## config.mk

```make
export PLATFORM = sky130hd
export DESIGN_NAME = cooperative_task_table_scheduler
export DESIGN_NICKNAME = d
export VERILOG_FILES = /design/src/ctts_pkg.sv /design/src/ctts_ram.sv /design/src/cooperative_task_table_scheduler.sv
export SDC_FILE = /design/constraint.sdc
export NUM_CORES = 1
export LEC_CHECK = 0
export ABC_AREA = 1
export BUFFER_PORTS_ARGS = -buffer_cell sky130_fd_sc_hd__buf_4
export CAP_MARGIN = 5
export CORE_MARGIN = 3
export CORE_UTILIZATION = 54
export CTS_BUF_LIST = sky130_fd_sc_hd__clkbuf_2 sky130_fd_sc_hd__clkbuf_4 sky130_fd_sc_hd__clkbuf_8
export CTS_CLUSTER_DIAMETER = 50
export CTS_CLUSTER_SIZE = 28
export DETAILED_ROUTE_END_ITERATION = 7
export GPL_ROUTABILITY_DRIVEN = 0
export HOLD_SLACK_MARGIN = 0.1
export PLACE_DENSITY = 0.69
export SYNTH_ARGS = -nofsm -noshare
export SYNTH_HDL_FRONTEND = slang
export SYNTH_HIERARCHICAL = 1
export SYNTH_SLANG_ARGS = --single-unit
```

## constraint.sdc

```tcl
create_clock -name clock -period 5.4 [get_ports clock]
set_input_delay 0.54 -clock clock [delete_from_list [all_inputs] [get_ports clock]]
set_output_delay 0.54 -clock clock [all_outputs]
set_load 0.05 [all_outputs]
```

## src/ctts_pkg.sv

```systemverilog
// ----------------------------------------------------------------------------
// ctts_pkg
// Command, slot mode and result kind codes shared by the task table scheduler.
// ----------------------------------------------------------------------------
package ctts_pkg;

   typedef enum logic [2:0] {
      CMD_ADD      = 3'd0,
      CMD_EXIT     = 3'd1,
      CMD_SLEEP    = 3'd2,
      CMD_SUSPEND  = 3'd3,
      CMD_RESUME   = 3'd4,
      CMD_TICK     = 3'd5,
      CMD_SCHEDULE = 3'd6
   } command_type;

   typedef enum logic [1:0] {
      MODE_EMPTY = 2'd0,
      MODE_READY = 2'd1,
      MODE_SUSP  = 2'd2,
      MODE_SLEEP = 2'd3
   } mode_type;

   typedef enum logic [1:0] {
      KIND_ACK     = 2'd0,
      KIND_RUN     = 2'd1,
      KIND_SUMMARY = 2'd2
   } kind_type;

   localparam logic [15:0] SLEEP_CAP_RESET = 16'hFFFF;

endpackage

```

## src/ctts_ram.sv

```systemverilog
// ----------------------------------------------------------------------------
// ctts_ram
// Generic simple dual-port RAM, one write and one registered read per cycle.
// ----------------------------------------------------------------------------
module ctts_ram #(
   parameter int WIDTH = 18,
   parameter int DEPTH = 8
) (
   input  logic                                  clock,
   input  logic                                  wr_en,
   input  logic [(DEPTH > 1 ? $clog2(DEPTH) : 1)-1:0] wr_addr,
   input  logic [WIDTH-1:0]                      wr_data,
   input  logic                                  rd_en,
   input  logic [(DEPTH > 1 ? $clog2(DEPTH) : 1)-1:0] rd_addr,
   output logic [WIDTH-1:0]                      rd_data
);

   logic [WIDTH-1:0] mem_ff [DEPTH];
   logic [WIDTH-1:0] rd_data_ff;

   always_ff @(posedge clock) begin
      if (wr_en) begin
         mem_ff[wr_addr] <= wr_data;
      end
      if (rd_en) begin
         rd_data_ff <= mem_ff[rd_addr];
      end
   end

   assign rd_data = rd_data_ff;

endmodule

```

## src/cooperative_task_table_scheduler.sv

```systemverilog
// ----------------------------------------------------------------------------
// cooperative_task_table_scheduler
// Task slot table with add, exit, sleep, suspend, resume, tick and schedule.
// ----------------------------------------------------------------------------
// One request is taken at a time; req_ready is high only while the sequencer
// is idle, and it is high again while the last response still waits in the
// output register. Sleep, suspend, resume, a full add, a rejected command and
// an unknown code go from accept to acknowledge. A successful add or exit
// first rescans the occupancy bits, one slot per cycle, to find the lowest
// free and highest used slot. In tick and schedule, each slot up to the
// highest used one goes through the single slot RAM (address, then registered
// read data, with the tick write-back in the same cycle as the data); a
// schedule also waits on rsp_ready for each run response. The sleep_cap
// register is written through the csr port, which is always ready.
// ----------------------------------------------------------------------------
module cooperative_task_table_scheduler #(
   parameter int TASK_SLOTS = 8,
   parameter int TICK_BITS  = 16
) (
   input  logic        clock,
   input  logic        reset,
   input  logic        csr_valid,
   output logic        csr_ready,
   input  logic [15:0] csr_sleep_cap,
   input  logic        req_valid,
   output logic        req_ready,
   input  logic [2:0]  req_command,
   input  logic [2:0]  req_slot,
   input  logic [15:0] req_ticks,
   output logic        rsp_valid,
   input  logic        rsp_ready,
   output logic [1:0]  rsp_result_kind,
   output logic [2:0]  rsp_task_slot,
   output logic        rsp_ok,
   output logic [3:0]  rsp_free_count,
   output logic [15:0] rsp_min_sleep,
   output logic        rsp_is_last
);

   import ctts_pkg::*;

   localparam int IW = (TASK_SLOTS > 1) ? $clog2(TASK_SLOTS) : 1;
   localparam int FW = $clog2(TASK_SLOTS + 1);
   localparam int TB = TICK_BITS;
   localparam int WW = TICK_BITS + 2;
   localparam int CW = (TICK_BITS > 16) ? TICK_BITS : 16;
   localparam logic [IW-1:0] LAST_SLOT = IW'(TASK_SLOTS - 1);

   typedef enum logic [2:0] {
      ST_IDLE,
      ST_RESCAN,
      ST_WALK_RD,
      ST_WALK_EV,
      ST_ACK
   } state_type;

   state_type           state_ff, state_in;
   logic [TASK_SLOTS-1:0] used_ff, used_in;
   logic [FW-1:0]       free_total_ff, free_total_in;
   logic [IW-1:0]       first_free_ff, first_free_in;
   logic [IW-1:0]       highest_used_ff, highest_used_in;
   logic [15:0]         sleep_cap_ff, sleep_cap_in;
   logic [IW-1:0]       idx_ff, idx_in;
   logic                found_ff, found_in;
   logic                is_sched_ff, is_sched_in;
   logic                any_ready_ff, any_ready_in;
   logic [15:0]         mins_ff, mins_in;
   kind_type            fin_kind_ff, fin_kind_in;
   logic [2:0]          fin_slot_ff, fin_slot_in;
   logic                fin_ok_ff, fin_ok_in;

   logic                rsp_valid_ff, rsp_valid_in;
   logic [1:0]          rsp_kind_ff, rsp_kind_in;
   logic [2:0]          rsp_slot_ff, rsp_slot_in;
   logic                rsp_ok_ff, rsp_ok_in;
   logic [3:0]          rsp_free_ff, rsp_free_in;
   logic [15:0]         rsp_mins_ff, rsp_mins_in;
   logic                rsp_last_ff, rsp_last_in;

   logic                ram_wr_en;
   logic [IW-1:0]       ram_wr_addr;
   logic [WW-1:0]       ram_wr_data;
   logic                ram_rd_en;
   logic [WW-1:0]       ram_rd_data;

   logic                rsp_free;
   logic [IW-1:0]       slot_idx;
   logic                live;
   logic [31:0]         ticks_wide;
   logic [TB-1:0]       ticks_st;
   mode_type            ev_mode;
   logic [TB-1:0]       ev_sleep;

   // each slot keeps {mode, sleep counter}; occupancy bits gate stale entries
   ctts_ram #(
      .WIDTH(WW),
      .DEPTH(TASK_SLOTS)
   ) u_slot_ram (
      .clock  (clock),
      .wr_en  (ram_wr_en),
      .wr_addr(ram_wr_addr),
      .wr_data(ram_wr_data),
      .rd_en  (ram_rd_en),
      .rd_addr(idx_ff),
      .rd_data(ram_rd_data)
   );

   assign rsp_free   = !rsp_valid_ff || rsp_ready;
   assign slot_idx   = IW'(req_slot);
   assign live       = ({29'd0, req_slot} < TASK_SLOTS) && used_ff[slot_idx];
   assign ticks_wide = {16'd0, req_ticks};
   assign ticks_st   = ticks_wide[TB-1:0];
   assign ev_mode    = used_ff[idx_ff] ? mode_type'(ram_rd_data[WW-1:TB]) : MODE_EMPTY;
   assign ev_sleep   = ram_rd_data[TB-1:0];

   always_comb begin
      state_in        = state_ff;
      used_in         = used_ff;
      free_total_in   = free_total_ff;
      first_free_in   = first_free_ff;
      highest_used_in = highest_used_ff;
      sleep_cap_in    = sleep_cap_ff;
      idx_in          = idx_ff;
      found_in        = found_ff;
      is_sched_in     = is_sched_ff;
      any_ready_in    = any_ready_ff;
      mins_in         = mins_ff;
      fin_kind_in     = fin_kind_ff;
      fin_slot_in     = fin_slot_ff;
      fin_ok_in       = fin_ok_ff;
      rsp_valid_in    = rsp_valid_ff && !rsp_ready;
      rsp_kind_in     = rsp_kind_ff;
      rsp_slot_in     = rsp_slot_ff;
      rsp_ok_in       = rsp_ok_ff;
      rsp_free_in     = rsp_free_ff;
      rsp_mins_in     = rsp_mins_ff;
      rsp_last_in     = rsp_last_ff;
      ram_wr_en       = 1'b0;
      ram_wr_addr     = slot_idx;
      ram_wr_data     = {MODE_READY, {TB{1'b0}}};
      ram_rd_en       = 1'b0;

      if (csr_valid) begin
         sleep_cap_in = csr_sleep_cap;
      end

      case (state_ff)
         ST_IDLE: begin
            if (req_valid) begin
               fin_kind_in  = KIND_ACK;
               fin_slot_in  = 3'd0;
               fin_ok_in    = live;
               any_ready_in = 1'b0;
               mins_in      = sleep_cap_ff;
               idx_in       = '0;
               found_in     = 1'b0;
               state_in     = ST_ACK;
               case (command_type'(req_command))
                  CMD_ADD: begin
                     if (free_total_ff == '0) begin
                        fin_ok_in = 1'b0;
                     end else begin
                        ram_wr_en              = 1'b1;
                        ram_wr_addr            = first_free_ff;
                        ram_wr_data            = {MODE_READY, {TB{1'b0}}};
                        used_in[first_free_ff] = 1'b1;
                        free_total_in          = free_total_ff - 1'b1;
                        fin_ok_in              = 1'b1;
                        fin_slot_in            = 3'(first_free_ff);
                        first_free_in          = '0;
                        highest_used_in        = '0;
                        state_in               = ST_RESCAN;
                     end
                  end
                  CMD_EXIT: begin
                     if (live) begin
                        used_in[slot_idx] = 1'b0;
                        free_total_in     = free_total_ff + 1'b1;
                        first_free_in     = '0;
                        highest_used_in   = '0;
                        state_in          = ST_RESCAN;
                     end
                  end
                  CMD_SLEEP: begin
                     ram_wr_en   = live;
                     ram_wr_data = {MODE_SLEEP, ticks_st};
                  end
                  CMD_SUSPEND: begin
                     ram_wr_en   = live;
                     ram_wr_data = {MODE_SUSP, {TB{1'b0}}};
                  end
                  CMD_RESUME: begin
                     ram_wr_en   = live;
                     ram_wr_data = {MODE_READY, {TB{1'b0}}};
                  end
                  CMD_TICK: begin
                     fin_ok_in   = 1'b1;
                     is_sched_in = 1'b0;
                     state_in    = ST_WALK_RD;
                  end
                  CMD_SCHEDULE: begin
                     fin_ok_in   = 1'b1;
                     is_sched_in = 1'b1;
                     state_in    = ST_WALK_RD;
                  end
                  default: begin
                     fin_ok_in = 1'b0;
                  end
               endcase
            end
         end
         ST_RESCAN: begin
            if (!used_ff[idx_ff] && !found_ff) begin
               first_free_in = idx_ff;
               found_in      = 1'b1;
            end
            if (used_ff[idx_ff]) begin
               highest_used_in = idx_ff;
            end
            if (idx_ff == LAST_SLOT) begin
               state_in = ST_ACK;
            end else begin
               idx_in = idx_ff + 1'b1;
            end
         end
         ST_WALK_RD: begin
            ram_rd_en = 1'b1;
            state_in  = ST_WALK_EV;
         end
         ST_WALK_EV: begin
            if (is_sched_ff && ev_mode == MODE_READY && !rsp_free) begin
               // run response blocked, hold this slot
               state_in = ST_WALK_EV;
            end else begin
               if (is_sched_ff) begin
                  if (ev_mode == MODE_READY) begin
                     any_ready_in = 1'b1;
                     rsp_valid_in = 1'b1;
                     rsp_kind_in  = KIND_RUN;
                     rsp_slot_in  = 3'(idx_ff);
                     rsp_ok_in    = 1'b1;
                     rsp_free_in  = 4'(free_total_ff);
                     rsp_mins_in  = 16'd0;
                     rsp_last_in  = 1'b0;
                  end else if (ev_mode == MODE_SLEEP && CW'(ev_sleep) < CW'(mins_ff)) begin
                     mins_in = 16'(ev_sleep);
                  end
               end else if (ev_mode == MODE_SLEEP) begin
                  ram_wr_en   = 1'b1;
                  ram_wr_addr = idx_ff;
                  if (ev_sleep != '0) begin
                     ram_wr_data = {MODE_SLEEP, ev_sleep - TB'(1)};
                  end else begin
                     ram_wr_data = {MODE_READY, ev_sleep};
                  end
               end
               if (idx_ff == highest_used_ff) begin
                  fin_kind_in = is_sched_ff ? KIND_SUMMARY : KIND_ACK;
                  state_in    = ST_ACK;
               end else begin
                  idx_in   = idx_ff + 1'b1;
                  state_in = ST_WALK_RD;
               end
            end
         end
         ST_ACK: begin
            if (rsp_free) begin
               rsp_valid_in = 1'b1;
               rsp_kind_in  = fin_kind_ff;
               rsp_slot_in  = fin_slot_ff;
               rsp_ok_in    = fin_ok_ff;
               rsp_free_in  = 4'(free_total_ff);
               rsp_mins_in  = (fin_kind_ff == KIND_SUMMARY && !any_ready_ff) ? mins_ff : 16'd0;
               rsp_last_in  = 1'b1;
               state_in     = ST_IDLE;
            end
         end
         default: begin
            state_in = ST_IDLE;
         end
      endcase
   end

   always_ff @(posedge clock) begin
      if (reset) begin
         state_ff        <= ST_IDLE;
         used_ff         <= '0;
         free_total_ff   <= FW'(TASK_SLOTS);
         first_free_ff   <= '0;
         highest_used_ff <= '0;
         sleep_cap_ff    <= SLEEP_CAP_RESET;
         rsp_valid_ff    <= 1'b0;
      end else begin
         state_ff        <= state_in;
         used_ff         <= used_in;
         free_total_ff   <= free_total_in;
         first_free_ff   <= first_free_in;
         highest_used_ff <= highest_used_in;
         sleep_cap_ff    <= sleep_cap_in;
         rsp_valid_ff    <= rsp_valid_in;
      end
      idx_ff       <= idx_in;
      found_ff     <= found_in;
      is_sched_ff  <= is_sched_in;
      any_ready_ff <= any_ready_in;
      mins_ff      <= mins_in;
      fin_kind_ff  <= fin_kind_in;
      fin_slot_ff  <= fin_slot_in;
      fin_ok_ff    <= fin_ok_in;
      rsp_kind_ff  <= rsp_kind_in;
      rsp_slot_ff  <= rsp_slot_in;
      rsp_ok_ff    <= rsp_ok_in;
      rsp_free_ff  <= rsp_free_in;
      rsp_mins_ff  <= rsp_mins_in;
      rsp_last_ff  <= rsp_last_in;
   end

   assign csr_ready       = 1'b1;
   assign req_ready       = (state_ff == ST_IDLE);
   assign rsp_valid       = rsp_valid_ff;
   assign rsp_result_kind = rsp_kind_ff;
   assign rsp_task_slot   = rsp_slot_ff;
   assign rsp_ok          = rsp_ok_ff;
   assign rsp_free_count  = rsp_free_ff;
   assign rsp_min_sleep   = rsp_mins_ff;
   assign rsp_is_last     = rsp_last_ff;

   // free count and occupancy bits always agree
   a_free_matches_used: assert property (@(posedge clock) disable iff (reset)
      ($countones(used_ff) + int'(free_total_ff)) == TASK_SLOTS)
      else $error("free count does not match occupancy");

   // outside a rescan the lowest free slot is really free
   a_first_free_empty: assert property (@(posedge clock) disable iff (reset)
      (state_ff == ST_IDLE && free_total_ff != '0) |-> !used_ff[first_free_ff])
      else $error("first free slot is occupied");

   // outside a rescan the highest used slot is occupied when any slot is
   a_highest_used: assert property (@(posedge clock) disable iff (reset)
      (state_ff == ST_IDLE && free_total_ff != FW'(TASK_SLOTS)) |-> used_ff[highest_used_ff])
      else $error("highest used slot is empty");

   // a run response is never the last one of a schedule
   a_run_not_last: assert property (@(posedge clock) disable iff (reset)
      (rsp_valid_ff && rsp_kind_ff == KIND_RUN) |-> (!rsp_last_ff && state_ff != ST_IDLE))
      else $error("run response closes the request");

   a_reset_clears_rsp: assert property (@(posedge clock) reset |=> !rsp_valid_ff)
      else $error("response valid after reset");

endmodule
```

==> Word level (Yosys, flattened, before mapping) <==
Memories as Yosys holds them, arrays and structs flattened. A register that Yosys moved wholly into a read port is not among the register bits.
Index checks and enable logic that the tools add are counted.
{ "word_totals": {"register_bits": 93, "latch_bits": 0, "mem_bits_rw": 144, "romBits": 0, "in_bits": 43, "output_inout_bits": 30, "word_cells": 224, "n_memories": 1} }
{ "mem_list": {"columns": ["memory", "depth", "width", "read_ports", "rd_clocked_by_memory_dff", "write_ports", "line", "text"], "rows": [
  ["u_slot_ram.mem_ff", 8, 18, 1, 1, 1, "ctts_ram.sv:18", "logic [WIDTH-1:0] mem_ff [DEPTH];"]
]} }
{ "classes": {"add_sub_neg": 4, "mul": 0, "div_mod_pow": 0, "magnitude_cmp": 6, "n_eq_ne": 33, "n_shift": 0, "mux": 114, "bitwise": 4, "n_reduce_logical": 41} }
{ "ops": {"columns": ["op", "count"], "rows": [
  ["16-bit two-way mux", 10],
  ["18-bit two-way mux", 5],
  ["3-bit two-way mux", 26],
  ["18-bit one-hot mux with 2 select lines", 2],
  ["16-bit one-hot mux with 2 select lines", 2],
  ["2-bit inequality test (second input constant)", 15],
  ["3-bit one-hot mux with 2 select lines", 5],
  ["1-bit two-way mux", 26],
  ["4-bit two-way mux", 6],
  ["5-bit AND reduction", 4],
  ["2-bit two-way mux", 9],
  ["3-bit one-hot mux with 3 select lines", 2],
  ["6-bit AND reduction", 3],
  ["16-bit less-than comparator", 1],
  ["8-bit two-way mux", 2],
  ["1-bit one-hot mux with 2 select lines", 8],
  ["4-bit one-hot mux with 2 select lines", 2],
  ["8-bit one-hot mux with 2 select lines", 1],
  ["16-bit nonzero test", 1],
  ["16-bit by 1-bit subtractor with 16-bit output (second input constant)", 1],
  ["3-bit == test (second input constant)", 5],
  ["3-bit one-hot mux with 5 select lines", 1],
  ["3-bit by 2-bit == test with 1-bit output (second input constant)", 4],
  ["3-bit by 4-bit less-than comparator with 1-bit output (second input constant)", 3],
  ["31 further kinds", 58]
]} }

==> Longest topological paths before layout <==
{ "logic_depth": {"word_depth": 10, "depth_mapped": 16, "mapped_depth_nobuf": 14} }

==> Modules after synthesis <==
The synthesis kept the hierarchy.
{ "modules_own_cells": {"columns": ["module", "instances", "cells_each", "area_per_inst_um2"], "rows": [
  ["ctts_ram", 1, 657, 6917.9],
  ["cooperative_task_table_scheduler", 1, 698, 5405.2]
]} }

==> Worst setup path after synthesis <==
OpenSTA, ideal clock, no wires.
{ "synth_timing": {"path_type": "register to register", "from": "register idx_ff[0]", "to": "register rsp_free_ff[0] (netlist: rsp_free_count[0]) (enable)", "arrival_ps": 3300, "setup_slack_ps": 1647, "stages_incl_launch_ff": 11, "path_cell_list": "edfxtp_1 > buf_4 > nand2_1 > nand3_1 > nand3_1 > nand2_2 > nor2_4 > nand2_1 > nor2_1 > nor2_1 > a211oi_1"} }
{ "synth_between": {"elab_chain_len": 8, "elab_cells_between_ends": 9, "cone_classes": "eq/ne (3); mux (3); reduce/logical (3)"} }
{ "synth_lines": {"columns": ["item", "line", "text"], "rows": [
  ["start, declared", "cooperative_task_table_scheduler.sv:63", "logic [IW-1:0] idx_ff, idx_in;"],
  ["start signal, assigned", "cooperative_task_table_scheduler.sv:302", "idx_ff <= idx_in;"],
  ["1-bit binary-select mux with 3-bit select (*)", "cooperative_task_table_scheduler.sv:113", "assign ev_mode = used_ff[idx_ff] ? mode_type'(ram_rd_data[WW-1:TB]) : MODE_EMPTY;"],
  ["1-bit two-way mux (not written as such) (*)", "cooperative_task_table_scheduler.sv:113", null],
  ["2-bit two-way mux (*)", "cooperative_task_table_scheduler.sv:113", null],
  ["2-bit by 1-bit == test with 1-bit output (*)", "cooperative_task_table_scheduler.sv:231, cooperative_task_table_scheduler.sv:236", null],
  ["1-bit logical AND (2 in a row)", "cooperative_task_table_scheduler.sv:231", "if (is_sched_ff && ev_mode == MODE_READY && !rsp_free) begin"],
  ["2-bit inequality test (no line)", null, null],
  ["5-bit AND reduction (no line) (*)", null, null],
  ["end signal, assigned", "cooperative_task_table_scheduler.sv:313", "rsp_free_ff <= rsp_free_in;"],
  ["end, declared", "cooperative_task_table_scheduler.sv:76", "logic [3:0] rsp_free_ff, rsp_free_in;"]
]} }
Every way passes the cells marked *; elsewhere a longest branch is shown, timed or not. The select of a mux whose other input is x is not followed.
A chain may end at the register's enable or synchronous reset.

==> Worst setup path after layout <==
{ "layout_timing": {"from": "register idx_ff[2]", "to": "memory u_slot_ram.mem_ff[3][0] (enable)"} }
{ "layout_between": {"elab_cells_between_ends": 17, "cone_classes": "eq/ne (2); mux (13); reduce/logical (2)"} }
{ "layout_lines": {"columns": ["item", "line", "text"], "rows": [
  ["1-bit binary-select mux with 3-bit select (*)", "cooperative_task_table_scheduler.sv:113", null],
  ["1-bit two-way mux (not written as such) (*)", "cooperative_task_table_scheduler.sv:113", null],
  ["2-bit two-way mux (*)", "cooperative_task_table_scheduler.sv:113", null],
  ["2-bit == test or 2-bit by 1-bit == test with 1-bit output (tied branches)", "cooperative_task_table_scheduler.sv:248, cooperative_task_table_scheduler.sv:231", null],
  ["3-bit two-way mux or 1-bit logical AND (tied branches)", "cooperative_task_table_scheduler.sv:248, cooperative_task_table_scheduler.sv:231", null],
  ["3-bit two-way mux or 1-bit logical AND (tied branches)", "cooperative_task_table_scheduler.sv:235, cooperative_task_table_scheduler.sv:231", null],
  ["3-bit two-way mux (*)", "cooperative_task_table_scheduler.sv:231", null],
  ["3-bit one-hot mux with 2 select lines (*)", "cooperative_task_table_scheduler.sv:147", "case (state_ff)"],
  ["net ram_wr_addr[0]", "cooperative_task_table_scheduler.sv:81", "logic [IW-1:0] ram_wr_addr;"],
  ["end, declared", "ctts_ram.sv:18", null]
]} }
Mark *: on every way through the listed nets, which the timed path passes. The rest lies on a longest branch. The select of a mux whose other input is x is not followed.

==> results.toml <==
[critical_path]
critical_path.cell_chain = "inv_1, nand3_1, nand2_2, nor2_4, nand4_2, inv_2, nand2_1, nand3_1, nand2_1, nor2_2"
reg2reg_from = "idx_ff[2]$_SDFFCE_PN0P_"
cpMaxStageDelayCell = "edfxtp_1"
crit_buf_inv = 2
required_ns = 5.59
reg2reg_depth = 10
max_stage_delay_ns = 0.97
reg2reg_setup_slack_ns = 1.61
critical_path_class = "flop to flop"
cp_data_arrival_time_ns = 3.98
startpoint_type = "flop"
cpLargestDelayFamily = "simple AND/OR/NAND/NOR gates"
r2r_end = "u_slot_ram/mem_ff[3][0]$_DFFE_PP_"
cp_max_fo = 25
crit_path_end_kind = "flop"

[clocking]
cts_tree = "built"
clk_pin_slew_ns = 0.09
numCtsBuffers = 28
cts_buffer_depth = 3
cts_setup_buffers = 0
root_buffer = "clkbuf_8"
htreeDepth = 1
clock-sinks = 254
ctsResizeCount = 0
cts_hold_buf = 0
clock_latency_ns = 0.58

[grt]
grt_antenna_before_repair = 0
grt_start_max_net_pins = 78
grt_util_all_layers_pct = 22.35
grt_pass1_wl_microns = 43830
grt_overflow = 0
grt_pass1_vias = 8428

[min_path]
hp-class = "input port to flop"
hold-path-cell-count = 3
holdPathEnd = "sleep_cap_ff[4]$_SDFFE_PP1P_"
hp-start = "csr_sleep_cap[4]"

[drt]
via_per_inst = 5.188
ant_nets = 0
vias = 8928
firstDrtPassIters = 5
wl_per_cell_microns = 16.20
post-route-drc-count = 0
drt-total-wl_microns = 27890
drt_iter0_markers = 743

[sta]
max_slew_margin_pct = 20.71
tightest_slew_ns = 1.177
finalSetupTns_ns = 0
hold_violations = 0
grt_setup_unrepaired = "no"
worst_hold_slack_ns = 0.1768
fin_crit_sh_pct = 70.24
max_clock_freq_mhz = 263.6
finalCriticalPeriod_ns = 3.793
finalSetupViolCount = 0
slew_violations = 0
clock_skew_ns = 0.02584

[finish]
num-fill-cells = 1855
antenna_cells = 0
multi_input_area_sq_um = 3892
postLayoutCoreUtil_pct = 61.90
area_delta_synth_final_pct = 10.98
regArea_sq_um = 7247
nets = 1483
drive_above_1_share_pct = 15.61

[power_and_ir_drop]
totalPowerFinal_uw = 5087
power.switching_uw = 1735
power_frac_seq_pct = 46.7
p_per_area_nw_per_um2 = 371.9
power_frac_clock_pct = 29.2
p_leak_uw = 0.006239
swShare_pct = 34.11
power_frac_comb_pct = 24.1
p_int_uw = 3352
peakVddDrop_uv = 254.5

[logic_synthesis]
yosysWarningCount = 6
ys_seq_area_share_pct = 58.81
synthCells = 1355
postSynthAreaPerCell_sq_um = 9.095
synth-seq-cells = 254
syn_nets = 1419
yosysUniqueCellTypes = 51
syn-cell-area_sq_um = 12320

[placed_design]
dpl.hpwl_microns = 19070
port_buffers = 71

[die]
die_h_microns = 157.1
core_area_sq_um = 22090
die_x_microns = 157.1
num_rows = 54
die_area_sq_um = 24670
io_pins = 73
start_util_pct = 55.78

[flow_run]
maxCapViolCount = 0

[outcome]
status = "complete, no violations"
stage by stage:
step                      instance area, sq um  setup slack, ns  std cells
after floorplan                          12320            1.647       1355
after global placement                   12990            1.815       1669
after detailed placement                 12990            1.619       1669
after CTS                                13680            1.611       1721
after global routing                     13680            1.319       1721
final                                    13680            1.607       1721
routing by layer:
layer | up-vias | GRT usage (%) | wire length, microns | part of all wire, %
met1 | 4139 | 32.29 | 12710 | 46
met2 | 279 | 35.94 | 12620 | 45
met4 | 0 | 6.570 | 743 | 2.7
li1 | 4461 | - | - | -
met3 | 49 | 2.722 | 1816 | 6.5
met5 | - | 0 | 0 | 0
cell usage in the layout, fill, tap and decap left out, types with 4 or more instances in the layout:
master | Yosys | final
inv_1 | 183 | 183
nand3_1 | 123 | 123
nor2_1 | 89 | 83
edfxtp_1 | 216 | 216
ha_1 | 20 | 20
nor3_1 | 23 | 22
o21ai_1 | 8 | 8
nor2_4 | 5 | 5
nor2_2 | 7 | 13
clkbuf_8 | 0 | 30
o21ai_0 | 33 | 33
nand2_1 | 429 | 429
xnor2_1 | 5 | 5
nand2_2 | 4 | 4
a21oi_1 | 21 | 21
inv_6 | 1 | 9
inv_2 | 52 | 52
dfxtp_1 | 38 | 38
nand4_1 | 5 | 5
buf_4 | 11 | 78
o21a_1 | 5 | 5
xor2_1 | 8 | 8
tightest hold or removal path: cells and delay by family:
family | cells | cell delay, ns
AND/OR/NAND/NOR | 2 | 0.10
buffers and inverters | 1 | 0.08
layout make-up:
type | instances | share of cell area [%]
clock buffers | 30 | 3.019
clock inverters | 22 | 1.995
inverters | 240 | 6.688
multi-input cells | 817 | 28.46
flip-flops and latches | 254 | 52.99
well taps | 280 | 2.562
repair buffers | 78 | 4.282
flip-flops by register name, summed over array words and instances, names as in the netlist, 2 cells and up:
| signal | flops |
|---|---|
| fin_slot_ff | 3 |
| first_free_ff | 3 |
| free_total_ff | 4 |
| highest_used_ff | 3 |
| idx_ff | 3 |
| mins_ff | 16 |
| rsp_free_count | 4 |
| rsp_min_sleep | 16 |
| rsp_result_kind | 2 |
| rsp_task_slot | 3 |
| sleep_cap_ff | 16 |
| state_ff | 3 |
| u_slot_ram/mem_ff | 144 |
| u_slot_ram/rd_data | 18 |
| used_ff | 8 |
power by group through the flow:
| stage | sequential, uW | clock (uW) | combinational [uW] |
|---|---|---|---|
| 6_report | 2370 | 1490 | 1230 |
| 2_1_floorplan | 2490 | 0 | 828 |
| 3_5_place_dp | 2420 | 0 | 1210 |
| 4_1_cts | 2370 | 1520 | 1220 |
| 3_3_place_gp | 2410 | 0 | 1190 |
| 5_1_grt | 2390 | 1590 | 1350 |
cell usage after synthesis, drive strengths merged:
cell type  instances  area (sq um)
o31ai              2         15.01
a21oi             24         138.9
dfxtp             38         760.7
buf               36         271.5
a22oi              1         7.510
o21ai             42         214.0
fa                 1         20.02
nor3              24         131.4
xnor2              5         43.79
a211oi             2         15.01
a211o              1         8.760
a31oi              2         12.51
edfxtp           216          6486
nor4               3         25.02
nand3b             2         18.77
a22o               1         8.760
clkbuf             8         30.03
nor2             102         454.2
ha                20         250.2
o211ai             3         27.52
or2                1         6.260
xor2               8         70.07
inv              239         909.6
o21a               5         37.54
conb               1         3.750
nand3            124         625.6
nand4              7         56.30
nand2            436          1669
clkinv             1         5.000
worst max path at each step:
stage                       startpoint                            endpoint  slack [ns]  depth (start not counted)
4_1_cts        idx_ff[2]$_SDFFCE_PN0P_  u_slot_ram/mem_ff[2][12]$_DFFE_PP_        1.61                         12
3_5_place_dp   idx_ff[2]$_SDFFCE_PN0P_   u_slot_ram/mem_ff[2][4]$_DFFE_PP_        1.62                         12
3_3_place_gp   idx_ff[2]$_SDFFCE_PN0P_   u_slot_ram/mem_ff[3][9]$_DFFE_PP_        1.82                         10
5_1_grt        idx_ff[2]$_SDFFCE_PN0P_  u_slot_ram/mem_ff[3][12]$_DFFE_PP_        1.32                         10
6_report       idx_ff[2]$_SDFFCE_PN0P_   u_slot_ram/mem_ff[3][0]$_DFFE_PP_        1.61                         10
2_1_floorplan  idx_ff[0]$_SDFFCE_PN0P_         rsp_free_count[0]$_DFFE_PP_        1.65                         10
kinds of logic after synthesis:
logic type | after synthesis | share of synthesized area (%)
AO/OA/AOI/OAI | 83 | 3.940
XOR/XNOR | 13 | 0.9240
adder cells (fa/ha/maj) | 21 | 2.193
buffers and inverters | 284 | 9.869
flip-flops | 254 | 58.81
other | 1 | 0.03043
AND/OR/NAND/NOR | 699 | 24.24
No activity file was read; power rests on OpenSTA's default activity.
